File: config.mk
export PLATFORM = sky130hd
export DESIGN_NAME = bounded_stack_drop_oldest
export DESIGN_NICKNAME = d
export VERILOG_FILES = /design/src/bsdo_pkg.sv /design/src/bsdo_cell.sv /design/src/bounded_stack_drop_oldest.sv
export SDC_FILE = /design/constraint.sdc
export NUM_CORES = 1
export LEC_CHECK = 0
export ABC_AREA = 1
export ABC_CLOCK_PERIOD_IN_PS = 8600
export BUFFER_PORTS_ARGS = -buffer_cell sky130_fd_sc_hd__buf_2
export CORE_UTILIZATION = 46
export DETAILED_ROUTE_END_ITERATION = 10
export HOLD_SLACK_MARGIN = 0.02
export PLACE_DENSITY = 0.71
export SKIP_LAST_GASP = 1
export SLEW_MARGIN = 20
export SYNTH_ARGS = -nofsm -noshare
export SYNTH_HDL_FRONTEND = slang
export SYNTH_HIERARCHICAL = 1
export SYNTH_SLANG_ARGS = --single-unit
File: constraint.sdc
create_clock -name aclk -period 8.6 [get_ports aclk]
set_clock_uncertainty 0.05 [all_clocks]
set_input_delay 0.86 -clock aclk [delete_from_list [all_inputs] [get_ports aclk]]
set_output_delay 0.86 -clock aclk [all_outputs]
set_load 0.05 [all_outputs]
File: src/bsdo_pkg.sv
// ----------------------------------------------------------------------------
// bsdo_pkg: shared types and constants of the bounded drop-oldest stack
// command codes, word formats, cell operations and register map
// ----------------------------------------------------------------------------
package bsdo_pkg;

    localparam int DEPTH_DEF      = 16;
    localparam int DATA_WIDTH_DEF = 32;

    // fixed field widths of the channel words
    localparam int VALUE_W = 32;
    localparam int CAP_W   = 5;
    localparam int CAP_MAX = (2 ** CAP_W) - 1;

    localparam logic [CAP_W-1:0] CAP_RESET = 5'd16;

    // register port
    localparam int APB_DW = 32;
    localparam int ADDR_W = 3;
    localparam logic REG_CAPACITY = 1'b0;

    typedef enum logic [1:0] {
        CMD_PUSH  = 2'd0,
        CMD_POP   = 2'd1,
        CMD_PEEK  = 2'd2,
        CMD_CLEAR = 2'd3
    } cmd_t;

    typedef enum logic [1:0] {
        OP_HOLD  = 2'd0,
        OP_SHIFT_DOWN = 2'd1,
        OP_SHIFT_UP   = 2'd2
    } cell_op_t;

    typedef struct packed {
        cmd_t               command;
        logic [VALUE_W-1:0] push_value;
    } in_word_t;

    typedef struct packed {
        logic [VALUE_W-1:0] top_value;
        logic [CAP_W-1:0]   entry_count;
        logic               is_empty;
        logic               is_full;
        logic               underflow;
        logic               oldest_dropped;
    } out_word_t;

endpackage

File: src/bsdo_cell.sv
// ----------------------------------------------------------------------------
// bsdo_cell: one storage cell of the shifting stack
// takes the word above on push, the word below on pop, holds otherwise
// ----------------------------------------------------------------------------
module bsdo_cell #(
    parameter int DATA_WIDTH = bsdo_pkg::DATA_WIDTH_DEF
) (
    input  logic                  aclk,
    input  bsdo_pkg::cell_op_t    op,
    input  logic [DATA_WIDTH-1:0] from_above,
    input  logic [DATA_WIDTH-1:0] from_below,
    output logic [DATA_WIDTH-1:0] q
);

    logic [DATA_WIDTH-1:0] q_reg;
    logic [DATA_WIDTH-1:0] q_next;

    always_comb begin
        unique case (op)
            bsdo_pkg::OP_SHIFT_DOWN: q_next = from_above;
            bsdo_pkg::OP_SHIFT_UP:   q_next = from_below;
            default:                 q_next = q_reg;
        endcase
    end

    always_ff @(posedge aclk) begin
        q_reg <= q_next;
    end

    assign q = q_reg;

endmodule

File: src/bounded_stack_drop_oldest.sv
// ----------------------------------------------------------------------------
// bounded_stack_drop_oldest: lifo stack that drops its oldest word when full
// a row of shifting cells, top of stack in cell 0, count and flags in control
// ----------------------------------------------------------------------------
//
//  channel   direction  handshake             word
//  s_        in         s_valid / s_ready     command, push_value
//  m_        out        m_valid / m_ready     top_value, count and flags
//  apb       in/out     psel, penable, pwrite capacity register at 0x0
//
// one command per cycle; its result word appears in the output register
// on the cycle after acceptance
// the throughput is set by the output register: s_ready is high whenever
// that register is empty or is being emptied in the same cycle
// aresetn (synchronous, active low) clears the count, the output valid and
// sets capacity to 16; the cells hold no reset and need no clearing pass
// a stalled m_ready holds the result word and stops new commands
// ----------------------------------------------------------------------------
module bounded_stack_drop_oldest #(
    parameter int DEPTH      = bsdo_pkg::DEPTH_DEF,
    parameter int DATA_WIDTH = bsdo_pkg::DATA_WIDTH_DEF
) (
    input  logic                          aclk,
    input  logic                          aresetn,
    // command words
    input  logic                          s_valid,
    output logic                          s_ready,
    input  bsdo_pkg::in_word_t            s_data,
    // result words
    output logic                          m_valid,
    input  logic                          m_ready,
    output bsdo_pkg::out_word_t           m_data,
    // register port
    input  logic                          psel,
    input  logic                          penable,
    input  logic                          pwrite,
    input  logic [bsdo_pkg::ADDR_W-1:0]   paddr,
    input  logic [bsdo_pkg::APB_DW-1:0]   pwdata,
    output logic [bsdo_pkg::APB_DW-1:0]   prdata,
    output logic                          pready
);

    // capacity above the cell count is clamped to the cell count
    localparam int DEPTH_LIM = (DEPTH > bsdo_pkg::CAP_MAX) ? bsdo_pkg::CAP_MAX : DEPTH;
    localparam logic [bsdo_pkg::CAP_W-1:0] DEPTH_CAP = DEPTH_LIM[bsdo_pkg::CAP_W-1:0];

    // register port
    logic                        cfg_wr;
    logic [bsdo_pkg::CAP_W-1:0]  cap_reg;
    logic [bsdo_pkg::CAP_W-1:0]  cap_next;
    logic [bsdo_pkg::CAP_W-1:0]  eff_cap;

    // stack control
    logic                        accept;
    logic [bsdo_pkg::CAP_W-1:0]  count_reg;
    logic [bsdo_pkg::CAP_W-1:0]  count_next;
    bsdo_pkg::cell_op_t          op;
    logic                        is_read;
    logic                        stack_empty;
    logic                        dropped;

    // output register
    logic                        m_valid_reg;
    logic                        m_valid_next;
    bsdo_pkg::out_word_t         m_data_reg;
    bsdo_pkg::out_word_t         m_data_next;

    // cell row
    logic [DATA_WIDTH-1:0]       push_data;
    logic [DATA_WIDTH-1:0]       cell_q [DEPTH];

    assign pready = 1'b1;
    assign cfg_wr = psel && penable && pwrite && pready
                    && (paddr[bsdo_pkg::ADDR_W-1] == bsdo_pkg::REG_CAPACITY);
    assign prdata = (paddr[bsdo_pkg::ADDR_W-1] == bsdo_pkg::REG_CAPACITY)
                    ? bsdo_pkg::APB_DW'(cap_reg) : '0;

    assign cap_next = cfg_wr ? pwdata[bsdo_pkg::CAP_W-1:0] : cap_reg;

    // zero acts as one, anything above the cell count as the cell count
    always_comb begin
        priority if (cap_reg == '0) begin
            eff_cap = bsdo_pkg::CAP_W'(1);
        end else if (cap_reg > DEPTH_CAP) begin
            eff_cap = DEPTH_CAP;
        end else begin
            eff_cap = cap_reg;
        end
    end

    // accept while the output register is free or draining
    assign s_ready = !m_valid_reg || m_ready;
    assign accept  = s_valid && s_ready;

    assign stack_empty = (count_reg == '0);
    assign is_read     = (s_data.command == bsdo_pkg::CMD_POP)
                         || (s_data.command == bsdo_pkg::CMD_PEEK);
    assign push_data   = DATA_WIDTH'(s_data.push_value);

    // next count and cell operation
    always_comb begin
        count_next = count_reg;
        op         = bsdo_pkg::OP_HOLD;
        dropped    = 1'b0;
        if (cfg_wr) begin
            // capacity write empties the stack
            count_next = '0;
        end else if (accept) begin
            unique case (s_data.command)
                bsdo_pkg::CMD_PUSH: begin
                    op = bsdo_pkg::OP_SHIFT_DOWN;
                    if (count_reg >= eff_cap) begin
                        // bottom word falls out of the counted range
                        count_next = eff_cap;
                        dropped    = 1'b1;
                    end else begin
                        count_next = count_reg + bsdo_pkg::CAP_W'(1);
                    end
                end
                bsdo_pkg::CMD_POP: begin
                    if (!stack_empty) begin
                        op         = bsdo_pkg::OP_SHIFT_UP;
                        count_next = count_reg - bsdo_pkg::CAP_W'(1);
                    end
                end
                bsdo_pkg::CMD_PEEK: begin
                    count_next = count_reg;
                end
                bsdo_pkg::CMD_CLEAR: begin
                    count_next = '0;
                end
                default: begin
                    count_next = count_reg;
                end
            endcase
        end
    end

    // result word
    always_comb begin
        m_data_next.top_value      = (is_read && !stack_empty)
                                     ? bsdo_pkg::VALUE_W'(cell_q[0]) : '0;
        m_data_next.entry_count    = count_next;
        m_data_next.is_empty       = (count_next == '0);
        m_data_next.is_full        = (count_next == eff_cap);
        m_data_next.underflow      = is_read && stack_empty;
        m_data_next.oldest_dropped = dropped;
    end

    always_comb begin
        priority if (accept) begin
            m_valid_next = 1'b1;
        end else if (m_ready) begin
            m_valid_next = 1'b0;
        end else begin
            m_valid_next = m_valid_reg;
        end
    end

    always_ff @(posedge aclk) begin
        if (!aresetn) begin
            cap_reg     <= bsdo_pkg::CAP_RESET;
            count_reg   <= '0;
            m_valid_reg <= 1'b0;
        end else begin
            cap_reg     <= cap_next;
            count_reg   <= count_next;
            m_valid_reg <= m_valid_next;
        end
    end

    // result payload, loaded only with a new word
    always_ff @(posedge aclk) begin
        if (accept) begin
            m_data_reg <= m_data_next;
        end
    end

    assign m_valid = m_valid_reg;
    assign m_data  = m_data_reg;

    // row of cells: cell 0 is the top, push shifts toward the bottom
    for (genvar i = 0; i < DEPTH; i++) begin : g_cell
        logic [DATA_WIDTH-1:0] above;
        logic [DATA_WIDTH-1:0] below;

        if (i == 0) begin : g_first
            assign above = push_data;
        end else begin : g_inner_a
            assign above = cell_q[i-1];
        end

        if (i == DEPTH - 1) begin : g_last
            assign below = cell_q[i];
        end else begin : g_inner_b
            assign below = cell_q[i+1];
        end

        bsdo_cell #(
            .DATA_WIDTH (DATA_WIDTH)
        ) u_cell (
            .aclk       (aclk),
            .op         (op),
            .from_above (above),
            .from_below (below),
            .q          (cell_q[i])
        );
    end

    // count never leaves the effective capacity
    a_count_bound: assert property (@(posedge aclk) disable iff (!aresetn)
        count_reg <= eff_cap)
        else $error("stack count above capacity");

    // a drop always leaves the stack full
    a_drop_full: assert property (@(posedge aclk) disable iff (!aresetn)
        (m_valid_reg && m_data_reg.oldest_dropped) |-> m_data_reg.is_full)
        else $error("drop reported on a stack that is not full");

    // underflow only on an empty stack with a zero value
    a_underflow: assert property (@(posedge aclk) disable iff (!aresetn)
        (m_valid_reg && m_data_reg.underflow)
        |-> (m_data_reg.is_empty && (m_data_reg.top_value == '0)))
        else $error("underflow word not empty or with a value");

    // a pop on a non-empty stack removes exactly one word
    a_pop_count: assert property (@(posedge aclk) disable iff (!aresetn)
        (accept && !cfg_wr && (s_data.command == bsdo_pkg::CMD_POP) && !stack_empty)
        |=> (count_reg == ($past(count_reg) - bsdo_pkg::CAP_W'(1))))
        else $error("pop did not lower the count by one");

endmodule

==> results.md, run 1 <==
- Multi-input combinational cell area: 7420 um^2
- Site row count: 87
- Fraction of the yosys area taken by sequential cells: 0.636
- Max rail drop VDD: 0.000155 V
- Fraction of power spent switching nets: 0.238
- Total count of max-transition violations in the final report: 0
- Average cell area after synthesis: 10.4 um^2
- Initial antenna violation count: 0
- Cell-by-cell listing of the critical path: buf_2, inv_1, ha_1, inv_1, nor3_4, inv_1, ha_1, clkinv_1
- Share of layout cells above drive strength 1: 0.159
- Violation count after the first detailed-route iteration: 1191
- Cells after Synth: 2551
- Post-DR vias/cell: 4.71
- Total half-perimeter wirelength after legalization and detailed placement: 33300 um
- Sink count of the clock tree: 564
- Net total in the final layout: 2704
- Quantity of gates resized following cts: 0
- CTS Hold Buffers Added: 0
- Post-synthesis instance area: 26400 um^2
- Layout Area Growth over Synthesis: 7.12%
- Clock Tree Buf Depth: 3
- H-tree Lvls: 2
- Cell chosen for the clock root: clkbuf_16
- Total clock buffers created by CTS: 57
- Final Core Density: 0.500
- Diodes inserted: 0
- RSZ-0062 raised after global routing: false
- Detail Route Antenna Nets: 0
- Longest individual stage delay on the worst path: 760 ps
- Most frequent standard cell in the layout excluding fill and tap cells: nand2_1
- Final std cells w/o fill: 3402
- Global routing met1 resource utilization: 0.228
- Vias in the first global route: 15600
- Gr ovfl total: 0
- Most used routing layer: met2
- IO Count: 152
- Net switching component of the power: 1.55 mW
- Met2 layer usage reported by global route: 0.260
- Total global routing track utilization: 0.162
- Largest delay share family, worst path: buffers and inverters
- Effective utilization at floorplan: 0.467
- Reg power frac: 0.514
- Clock share of power: 0.397
- Reg area: 16800 um^2
- Number of synthesized register bits: 564
- Cell mode on critical path: inv_1
- Worst setup timing slack at the placement stage: 4220 ps
- Largest net degree at the start of global routing: 43
- Number of warnings issued by yosys: 6
- Final setup fails: 0
- CP Data Arrival Time: 3510 ps
- Placed cell areas: 26300 um^2
- Clk pin slew, worst setup/hold paths: 60 ps
- Number of port buffers: 94
- Number of distinct library cells after synthesis: 32
- Wirelength, routed: 47000 um
- Critical path fanouts, max: 32
- Final TNS setup: 0 ps
- Sort of element at the end of the critical path: flop
- Startpoint type of the worst setup path: input port
- Buf+Inv Stages, Crit Path: 5
- Static leakage: 12.1 nW
- Number of remaining DRC errors: 0
- Post-placement cell count: 3299
- Critical path's slowest cell: clkinv_1
- Global-route wire length before repair: 79000 um
- Final setup margin: 5070 ps
- Post CTS Setup Buffer Count: 0
- Met3 Usage GRT: 0.0267
- Most used cells in the layout excluding fill and tap cells: nand2_1 (1415), edfxtp_1 (553), nand2_2 (174), buf_2 (94), inv_1 (80)
- Gate power share: 0.089
- Routability Congestion: 0.812
- Area enclosed by the die boundary: 58500 um^2
- Final-report hold violation count: 0
- Worst hold-check path type: reg2reg
- Final instance area: 28300 um^2
- Worst-Skew Late Latency: 620 ps
- DR vias: 16000
- Drt first pass iters: 5
- DIE HEIGHT: 242 um
- Cell area power density: 230 nW/um^2
- Placeable core area: 56600 um^2
- Number of fill cells: 5002
- CTS tree: built
- Post-route fraction of the period consumed by the critical path: 0.410
- Final Critical Period: 3530 ps
- Max reg flops: 512
- Internal: 4.97 mW
- Maximum Capacitance Violations: 0
- Max-slew headroom at the worst pin: 0.324
- Critical path data required time: 8580 ps
- Fmax: 0.283 GHz
- Status: finished clean
- Chip Width: 242 um
- Kind of critical path: in2reg
- DR WL/cell: 13.8 um
- Slew of the pin with the lowest slew margin: 1010 ps
==> synth_stat cells <==
cell      instances  area, um^2
a21oi_2           2        17.5
nor2_1           48         180
clkbuf_8         49         674
dfxtp_1          11         220
nor2_2            3        18.8
a21oi_1          14        70.1
ha_1             26         325
nand4_1           2        12.5
inv_2             4        15.0
nand2_1        1415        5310
inv_8            16         180
clkbuf_1          3        11.3
nand3b_1          1        7.51
nor3_2            1        10.0
edfxtp_1        553       16600
inv_1            96         360
nand3_2           3        30.0
clkinv_2          1        5.00
buf_2             1        5.00
nand4_4           1        21.3
buf_6            48         541
nand3_1          16        80.1
o21ai_1           2        10.0
nor3_1            4        20.0
conb_1            2        7.51
o21ai_0           4        20.0
xor2_1            3        26.3
o211ai_1          3        22.5
nand3_4           1        17.5
buf_12           16         320
nand2_2         174        1090
buf_4            28         210
==> worst min-delay path, stage by stage, from the launching register on <==
cell and delay (ps):
dfxtp_1 310, inv_2 70, a21oi_1 70
==> routing by layer <==
layer / up-vias / routed length [um]
met2: 375 / 21600
li1: 8185 / -
met5: - / 0
met4: 0 / 789
met1: 7420 / 22300
met3: 59 / 2270
==> cell families (layout without fill, tap and decap cells) <==
logic type | after synthesis | count (layout) | share of synthesized area
other | 2 | 28 | 0.000284
AND/OR/NAND/NOR | 1669 | 1669 | 0.257
AO/OA/AOI/OAI | 25 | 25 | 0.00530
adder cells (fa/ha/maj) | 26 | 26 | 0.0123
buffers and inverters | 262 | 331 | 0.0878
flip-flops | 564 | 564 | 0.636
XOR/XNOR | 3 | 3 | 0.000994
==> area by class of cell <==
cell class / instances / share of cell area
inverters: 117 / 0.0198
multi-input cells: 1751 / 0.262
clock inverters: 40 / 0.0177
repair buffers: 111 / 0.0214
well taps: 756 / 0.0334
clock buffers: 63 / 0.0519
flip-flops and latches: 564 / 0.594
==> power by group through the flow <==
stage / Combinational, mW / Clock [mW] / Sequential, mW
after CTS: 0.579 / 2.64 / 3.36
after global routing: 0.647 / 2.76 / 3.37
after global placement: 0.557 / 0 / 3.40
after floorplan: 0.437 / 0 / 3.44
final: 0.578 / 2.59 / 3.35
after detailed placement: 0.574 / 0 / 3.41
==> metrics by stage <==
| step | hold WS [ps] | power, mW |
|---|---|---|
| finish | 452 | 6.52 |
| global route | 440 | 6.78 |
| CTS | 423 | 6.57 |
| detailed placement | 444 | 3.99 |
| global placement | 412 | 3.96 |
| floorplan | 396 | 3.88 |
==> worst paths after layout <==
kind                start                      to  slack (ps)  depth (start not counted)
max            s_data[32]  g_cell[8].u_cell/q[16]        5070                          8
min            cap_reg[2]              cap_reg[2]         450                          2
max reg2reg  count_reg[0]  g_cell[8].u_cell/q[16]        5450                          8
min reg2reg    cap_reg[2]              cap_reg[2]         450                          2
Power figures use the tool's default switching activity.
==> run 2: changes to the inputs <==
--- a/config.mk
+++ b/config.mk
@@ -6,12 +6,12 @@
 export NUM_CORES = 1
 export LEC_CHECK = 0
 export ABC_AREA = 1
-export ABC_CLOCK_PERIOD_IN_PS = 8600
+export ABC_CLOCK_PERIOD_IN_PS = 3100
 export BUFFER_PORTS_ARGS = -buffer_cell sky130_fd_sc_hd__buf_2
 export CORE_UTILIZATION = 46
 export DETAILED_ROUTE_END_ITERATION = 10
 export HOLD_SLACK_MARGIN = 0.02
-export PLACE_DENSITY = 0.71
+export PLACE_DENSITY = 0.73
 export SKIP_LAST_GASP = 1
 export SLEW_MARGIN = 20
 export SYNTH_ARGS = -nofsm -noshare
==> constraint.sdc (replaced) <==
create_clock -name aclk -period 3.1 [get_ports aclk]
set_clock_uncertainty 0.05 [all_clocks]
set_input_delay 0.31 -clock aclk [delete_from_list [all_inputs] [get_ports aclk]]
set_output_delay 0.31 -clock aclk [all_outputs]
set_load 0.05 [all_outputs]
==> run 2 against run 1 <==
Compared with the run above: register-to-register slack got worse by 5100 ps; worst setup slack got worse by 4800 ps; via count rose by 1.7%; hold slack got worse by 390 ps; non-clock buffer count rose by 60; critical path depth rose by 3; design area rose by 2.1%; sequential share of layout area fell by 1.2 points; sequential power rose to 2.8 times the previous value; wire length rose by 1.7%; clock power rose by 150%; global-route usage rose by 0.23 points; critical endpoint is now g_cell[13].u_cell/q[15].
==> results.md, run 2 (synthesis results as in run 1) <==
- Final TNS setup: 0 ps (unchanged)
- Cell chosen for the clock root: clkbuf_16
- Kind of critical path: reg2reg
- Worst hold-check path type: in2reg
- Layout Area Growth over Synthesis: 9.32%
- Site row count: 87 (unchanged)
- Critical path's slowest cell: dfxtp_1
- Clock share of power: 0.369 (-0.028)
- Final-report hold violation count: 0 (unchanged)
- Post-route fraction of the period consumed by the critical path: 0.897
- Sink count of the clock tree: 564 (unchanged)
- Share of layout cells above drive strength 1: 0.157 (-0.00249)
- IO Count: 152 (unchanged)
- Cell-by-cell listing of the critical path: inv_1, ha_1, nand4_4, nand2_1, nor3_2, buf_12, ha_1, buf_4, inv_8, nand2_1, nand2_1
- Post-DR vias/cell: 4.71 (about the same)
- Total global routing track utilization: 0.164 (+0.00229)
- Critical path fanouts, max: 33 (+3.1%)
- Longest individual stage delay on the worst path: 450 ps (-310 ps)
- Most frequent standard cell in the layout excluding fill and tap cells: nand2_1
- Number of fill cells: 4902 (-2.0%)
- Buf+Inv Stages, Crit Path: 4 (-1)
- CP Depth: 11 (+3)
- Global-route wire length before repair: 79900 um (+1.1%)
- Gr ovfl total: 0 (unchanged)
- Final std cells w/o fill: 3463 (+1.8%)
- Setup slack on the worst flop-to-flop path: 320 ps (-5130 ps)
- Max rail drop VDD: 0.000423 V (+170%)
- Gate power share: 0.099 (+0.010)
- Area enclosed by the die boundary: 58500 um^2 (unchanged)
- Drt first pass iters: 5 (unchanged)
- Hold depth: 3 (+1)
- Fmax: 0.360 GHz
- Worst Reg-to-Reg Cells: 11 (+3)
- Worst-Skew Late Latency: 630 ps (about the same)
- Fraction of power spent switching nets: 0.244 (+0.00627)
- Startpoint type of the worst setup path: flop
- Diodes inserted: 0 (unchanged)
- Total half-perimeter wirelength after legalization and detailed placement: 33900 um (+1.7%)
- Clk pin slew, worst setup/hold paths: 60 ps (about the same)
- Maximum Capacitance Violations: 0 (unchanged)
- RSZ-0062 raised after global routing: false
- CP Data Arrival Time: 3090 ps (-420 ps)
- Net switching component of the power: 4.27 mW (+180%)
- DIE HEIGHT: 242 um (unchanged)
- Placed cell areas: 26800 um^2 (+1.7%)
- Final Critical Period: 2780 ps
- Number of remaining DRC errors: 0 (unchanged)
- Overall power after layout: 17.5 mW (+170%)
- Internal: 13.2 mW (+170%)
- Detail Route Antenna Nets: 0 (unchanged)
- Static leakage: 12.2 nW (+0.93%)
- Vias in the first global route: 15900 (+1.7%)
- Cell area power density: 605 nW/um^2 (+160%)
- Largest net degree at the start of global routing: 42 (-2.3%)
- Number of port buffers: 94 (unchanged)
- Status: finished clean
- Chip Width: 242 um (unchanged)
- Max-slew headroom at the worst pin: 0.544 (+0.220)
- Placeable core area: 56600 um^2 (unchanged)
- DR vias: 16300 (+1.7%)
- Sort of element at the end of the critical path: flop
- Routability Congestion: 0.782 (-3.6%)
- Final instance area: 28900 um^2 (+2.1%)
- Critical path data required time: 3400 ps (-5180 ps)
- Cell mode on critical path: nand2_1
- Violation count after the first detailed-route iteration: 1290 (+8.3%)
- Initial antenna violation count: 0 (unchanged)
- Largest delay share family, worst path: buffers and inverters
- CTS tree: built
- Most used cells in the layout excluding fill and tap cells: nand2_1 (1415), edfxtp_1 (553), nand2_2 (174), buf_2 (94), inv_1 (79)
- Clock Tree Buf Depth: 3 (unchanged)
- Final setup fails: 0 (unchanged)
- Wirelength, routed: 47700 um (+1.7%)
- Reg power frac: 0.532 (+0.018)
- Quantity of gates resized following cts: 0 (unchanged)
- Post-placement cell count: 3320 (+0.64%)
- Net total in the final layout: 2764 (+2.2%)
- Total clock buffers created by CTS: 57 (unchanged)
- Max reg flops: 512 (unchanged)
- H-tree Lvls: 2 (unchanged)
- Effective utilization at floorplan: 0.467 (unchanged)
- Total count of max-transition violations in the final report: 0 (unchanged)
- DR WL/cell: 13.8 um (-0.13%)
- Slew of the pin with the lowest slew margin: 679 ps (-329 ps)
==> run 2: tightest hold or removal path, delay by kind of cell <==
family                 cells  cell delay (ps)
buffers and inverters      1               90
AOI/OAI and AO/OA          2              270
==> run 2: cell type report <==
type                    count  area [um^2]  area share
flip-flops and latches    564        16800       0.582
clock buffers              71         1500      0.0519
multi-input cells        1751         7400       0.256
inverters                 117          621      0.0215
repair buffers            171         1370      0.0474
well taps                 756          946      0.0327
clock inverters            33          241     0.00835
==> run 2: timing repair <==
item                                   in CTS  in global routing
endpoints found under the hold margin      38                  0
hold buffers                               39                  0
buffers inserted                            0                  0
==> run 2: path summary, 6_finish.rpt <==
path | end | start
setup / recovery | g_cell[13].u_cell/q[15] | count_reg[0]
hold / removal | cap_reg[1] | pwdata[1]
setup reg to reg | g_cell[13].u_cell/q[15] | count_reg[0]
hold reg to reg | cap_reg[2] | cap_reg[2]
==> run 2: stage by stage <==
step            util  hold WS (ps)  worst slack, ps
2_1_floorplan      -           359             59.4
3_3_place_gp   0.473           418              352
3_5_place_dp   0.473           425              324
4_1_cts        0.511          28.7              327
5_1_grt        0.511          38.3              122
6_report       0.511          63.3              320
==> run 2: power by group through the flow <==
stage               combinational (mW)  clock [mW]  sequential, mW
floorplan                         1.23           0            9.55
global placement                  1.63           0            9.43
detailed placement                1.69           0            9.46
CTS                               1.74        6.58            9.31
global route                      1.93        6.90            9.35
finish                            1.73        6.45            9.31
==> run 2: routing by layer <==
metal / part of all wire / GRT usage
met3: 0.054 / 0.0228
met4: 0.017 / 0.0458
met2: 0.46 / 0.268
met1: 0.46 / 0.228
met5: 0 / 0
==> run 3: changes to the inputs <==
--- a/config.mk
+++ b/config.mk
@@ -5,9 +5,10 @@
 export SDC_FILE = /design/constraint.sdc
 export NUM_CORES = 1
 export LEC_CHECK = 0
-export ABC_AREA = 1
+export ABC_AREA = 0
 export ABC_CLOCK_PERIOD_IN_PS = 3100
 export BUFFER_PORTS_ARGS = -buffer_cell sky130_fd_sc_hd__buf_2
+export CAP_MARGIN = 20
 export CORE_UTILIZATION = 46
 export DETAILED_ROUTE_END_ITERATION = 10
 export HOLD_SLACK_MARGIN = 0.02
==> run 3 against run 2 <==
Compared with the run above: clock power about the same; worst setup slack worse by 94 ps; hold slack better by 360 ps; first-iteration DRC count down 32%; critical path type unchanged; critical endpoint is now m_data[2].
==> results.md, run 3 <==
- Internal: 13.3 mW (+0.45%)
- Cell area power density: 562 nW/um^2 (-7.0%)
- RSZ-0062 raised after global routing: false
- Fmax: 0.348 GHz (-3.3%)
- Fraction of power spent switching nets: 0.224 (-0.0198)
- Cell chosen for the clock root: clkbuf_16
- Layout Area Growth over Synthesis: 11.2%
- Diodes inserted: 0 (unchanged)
- Worst-Skew Late Latency: 580 ps (-50 ps)
- H-tree Lvls: 2 (unchanged)
- Largest cells by area after synthesis: edfxtp_1 (61%), mux2_4 (26%), buf_12 (3.5%), mux2_2 (1.3%), ha_1 (1.2%)
- IO Count: 152 (unchanged)
- Final Core Density: 0.517 (+0.00577)
- Placed cell areas: 28300 um^2 (+5.5%)
- Number of fill cells: 4561 (-7.0%)
- Global-route wire length before repair: 76000 um (-4.9%)
- Sink count of the clock tree: 564 (unchanged)
- Max rail drop VDD: 0.000409 V (-3.3%)
- DR vias: 12500 (-24%)
- Final TNS setup: 0 ps (unchanged)
- Cells after Synth: 1415 (-45%)
- Most common cell in the netlist: edfxtp_1
- Async set or reset register ratio after synthesis: 0 (unchanged)
- Largest net degree at the start of global routing: 34 (-19%)
- Prevailing post-synth register cell: edfxtp_1
- Cell taking the most area after synthesis: edfxtp_1
- Average cell area after synthesis: 19.3 um^2 (+86%)
- Max reg flops: 512 (unchanged)
- Most frequent standard cell in the layout excluding fill and tap cells: edfxtp_1
- Wirelength, routed: 48100 um (+0.78%)
- Effective utilization at floorplan: 0.464 (-0.00287)
- Worst hold-check path type: in2reg
- Chip Width: 246 um (+1.7%)
- CTS tree: built
- Slew of the pin with the lowest slew margin: 533 ps (-146 ps)
- Site row count: 89 (+2.3%)
- Critical path fanouts, max: 11 (-67%)
- Clock share of power: 0.377 (+0.008)
- Critical path data required time: 3380 ps (-20 ps)
- Synth top area share: 0.607 (-0.0208)
- Post CTS Setup Buffer Count: 0 (unchanged)
- Number of synthesized register bits: 564 (unchanged)
- Sort of element at the end of the critical path: flop
- Critical path's slowest cell: or3b_1
- Reg power frac: 0.530 (-0.002)
- Number of port buffers: 94 (unchanged)
- Gr ovfl total: 0 (unchanged)
- DIE HEIGHT: 246 um (+1.7%)
- Net total in the final layout: 1689 (-39%)
- Fraction of the yosys area taken by sequential cells: 0.615 (-0.0211)
- Static leakage: 11.2 nW (-8.6%)
- Total half-perimeter wirelength after legalization and detailed placement: 32900 um (-3.0%)
- Drt first pass iters: 5 (unchanged)
- Net switching component of the power: 3.84 mW (-10%)
- Violation count after the first detailed-route iteration: 875 (-32%)
- Final Critical Period: 2870 ps (+93.8 ps)
- Post-DR vias/cell: 5.18 (+9.9%)
- Clk pin slew, worst setup/hold paths: 60 ps (about the same)
- Area enclosed by the die boundary: 60400 um^2 (+3.4%)
- Startpoint type of the worst setup path: flop
- Longest individual stage delay on the worst path: 430 ps (-20 ps)
- Vias in the first global route: 13100 (-18%)
- Total count of max-transition violations in the final report: 0 (unchanged)
- Cell mode on critical path: buf_4
- Number of distinct library cells after synthesis: 61 (+91%)
- Post-synthesis instance area: 27400 um^2 (+3.4%)
- Placeable core area: 58900 um^2 (+4.1%)
- Number of remaining DRC errors: 0 (unchanged)
- CP Data Arrival Time: 3150 ps (+60 ps)
- Status: finished clean
- Final instance area: 30400 um^2 (+5.2%)
- Total clock buffers created by CTS: 54 (-5.3%)
- Most used cells in the layout excluding fill and tap cells: edfxtp_1 (553), mux2_4 (480), buf_2 (94), clkbuf_16 (55), dlygate4sd3_1 (45)
- Final-report hold violation count: 0 (unchanged)
- Routability Congestion: 0.880 (+12%)
- Share of layout cells above drive strength 1: 0.481 (+0.324)
- Total global routing track utilization: 0.159 (-0.00484)
- Initial antenna violation count: 0 (unchanged)
- Detail Route Antenna Nets: 0 (unchanged)
- Post-route fraction of the period consumed by the critical path: 0.927 (+0.0303)
- Maximum Capacitance Violations: 0 (unchanged)
- Gate power share: 0.093 (-0.006)
- Max-slew headroom at the worst pin: 0.640 (+0.0958)
- DR WL/cell: 20.0 um (+45%)
- Clock Tree Buf Depth: 3 (unchanged)
- Cell-by-cell listing of the critical path: buf_4, nor2b_1, inv_1, ha_1, a21o_1, a31oi_2, o21ai_0, buf_4, or3b_1, a21oi_1, nor3_1, and3_1
- Kind of critical path: reg2reg
- Number of flops mapped to enable cells by yosys: 553 (unchanged)
- Number of warnings issued by yosys: 6 (unchanged)
- Final setup fails: 0 (unchanged)
- Most instantiated cells after synthesis: edfxtp_1 (553), mux2_4 (480), buf_12 (48), inv_1 (44), and3_1 (34)
## run 3: changes by cell type in the layout (fill, tap and decap cells not counted), sizes merged, moves of 8 or more
cell	before	now
nand2	1589	19
mux2	0	512
inv	100	31
nor2	51	6
and3	0	34
buf	132	152
a21oi	16	7
nand3	20	11
and2	0	8
## run 3: per-stage QoR
step | std cells | worst slack (ps) | hold slack [ps] | power (mW)
final | 2405 | 226 | 427 | 17.1
after global routing | 2405 | 25.4 | 471 | 17.7
after CTS | 2405 | 118 | 402 | 17.3
after detailed placement | 2259 | 159 | 435 | 10.8
after global placement | 2259 | 133 | 426 | 10.7
after floorplan | 1441 | 47.1 | 398 | 10.4
## run 3: routing by layer
layer / part of all wire / global-route usage / vias to the layer above
met2: 0.48 / 0.263 / 319
met4: 0.024 / 0.0477 / 0
li1: - / - / 5729
met1: 0.45 / 0.217 / 6322
met3: 0.041 / 0.0226 / 86
met5: 0 / 0 / -
## run 3: power groups by stage
stage	Combinational [mW]	Sequential [mW]	Clock, mW
final	1.59	9.07	6.45
after global routing	1.69	9.10	6.89
after CTS	1.60	9.07	6.62
after detailed placement	1.55	9.23	0
after global placement	1.50	9.21	0
after floorplan	1.16	9.27	0
## run 3: final timing paths
| path | start | endpoint | slack (ps) | cells after the start |
|---|---|---|---|---|
| max | cap_reg[4] | m_data[2] | 230 | 12 |
| min | m_ready | m_data[5] | 430 | 4 |
| max reg2reg | cap_reg[4] | m_data[2] | 230 | 12 |
| min reg2reg | g_cell[0].u_cell/q[30] | g_cell[1].u_cell/q[30] | 520 | 1 |
## run 3: kinds of logic (layout without fill, tap and decap cells)
family / Yosys count / after routing / synth area share
AOI/OAI and AO/OA: 45 / 45 / 0.0119
xor gates and xnor gates: 4 / 4 / 0.00128
adders and majority gates: 26 / 26 / 0.0119
buffers and inverters: 152 / 343 / 0.0585
DFF: 564 / 564 / 0.615
muxes: 512 / 512 / 0.277
other: 2 / 28 / 0.000275
and+or+nand+nor: 110 / 110 / 0.0244
## run 3: area by class of cell
class	instances	area [um^2]	share of cell area
clock buffer	67	1420	0.0467
clock inverter	34	292	0.00958
inverter	45	234	0.00769
multi-input combinational	725	9080	0.298
sequential	564	16800	0.553
tap	773	967	0.0318
timing repair buffer	197	1610	0.0528
## run 3: repair_timing
| item | CTS | global route |
|---|---|---|
| endpoints found under the hold margin | 40 | 0 |
| setup endpoints to repair | 0 | 2 |
| hold buffers | 45 | 0 |
| resized for setup | 0 | 3 |
## run 3: critical path, delay by kind of cell, from the launching register on
family / cells / cell delay (ps)
buffers and inverters: 3 / 470
flip-flops: 1 / 320
AND/OR/NAND/NOR: 4 / 920
adder cells (fa/ha/maj): 1 / 200
AO/OA/AOI/OAI: 4 / 670
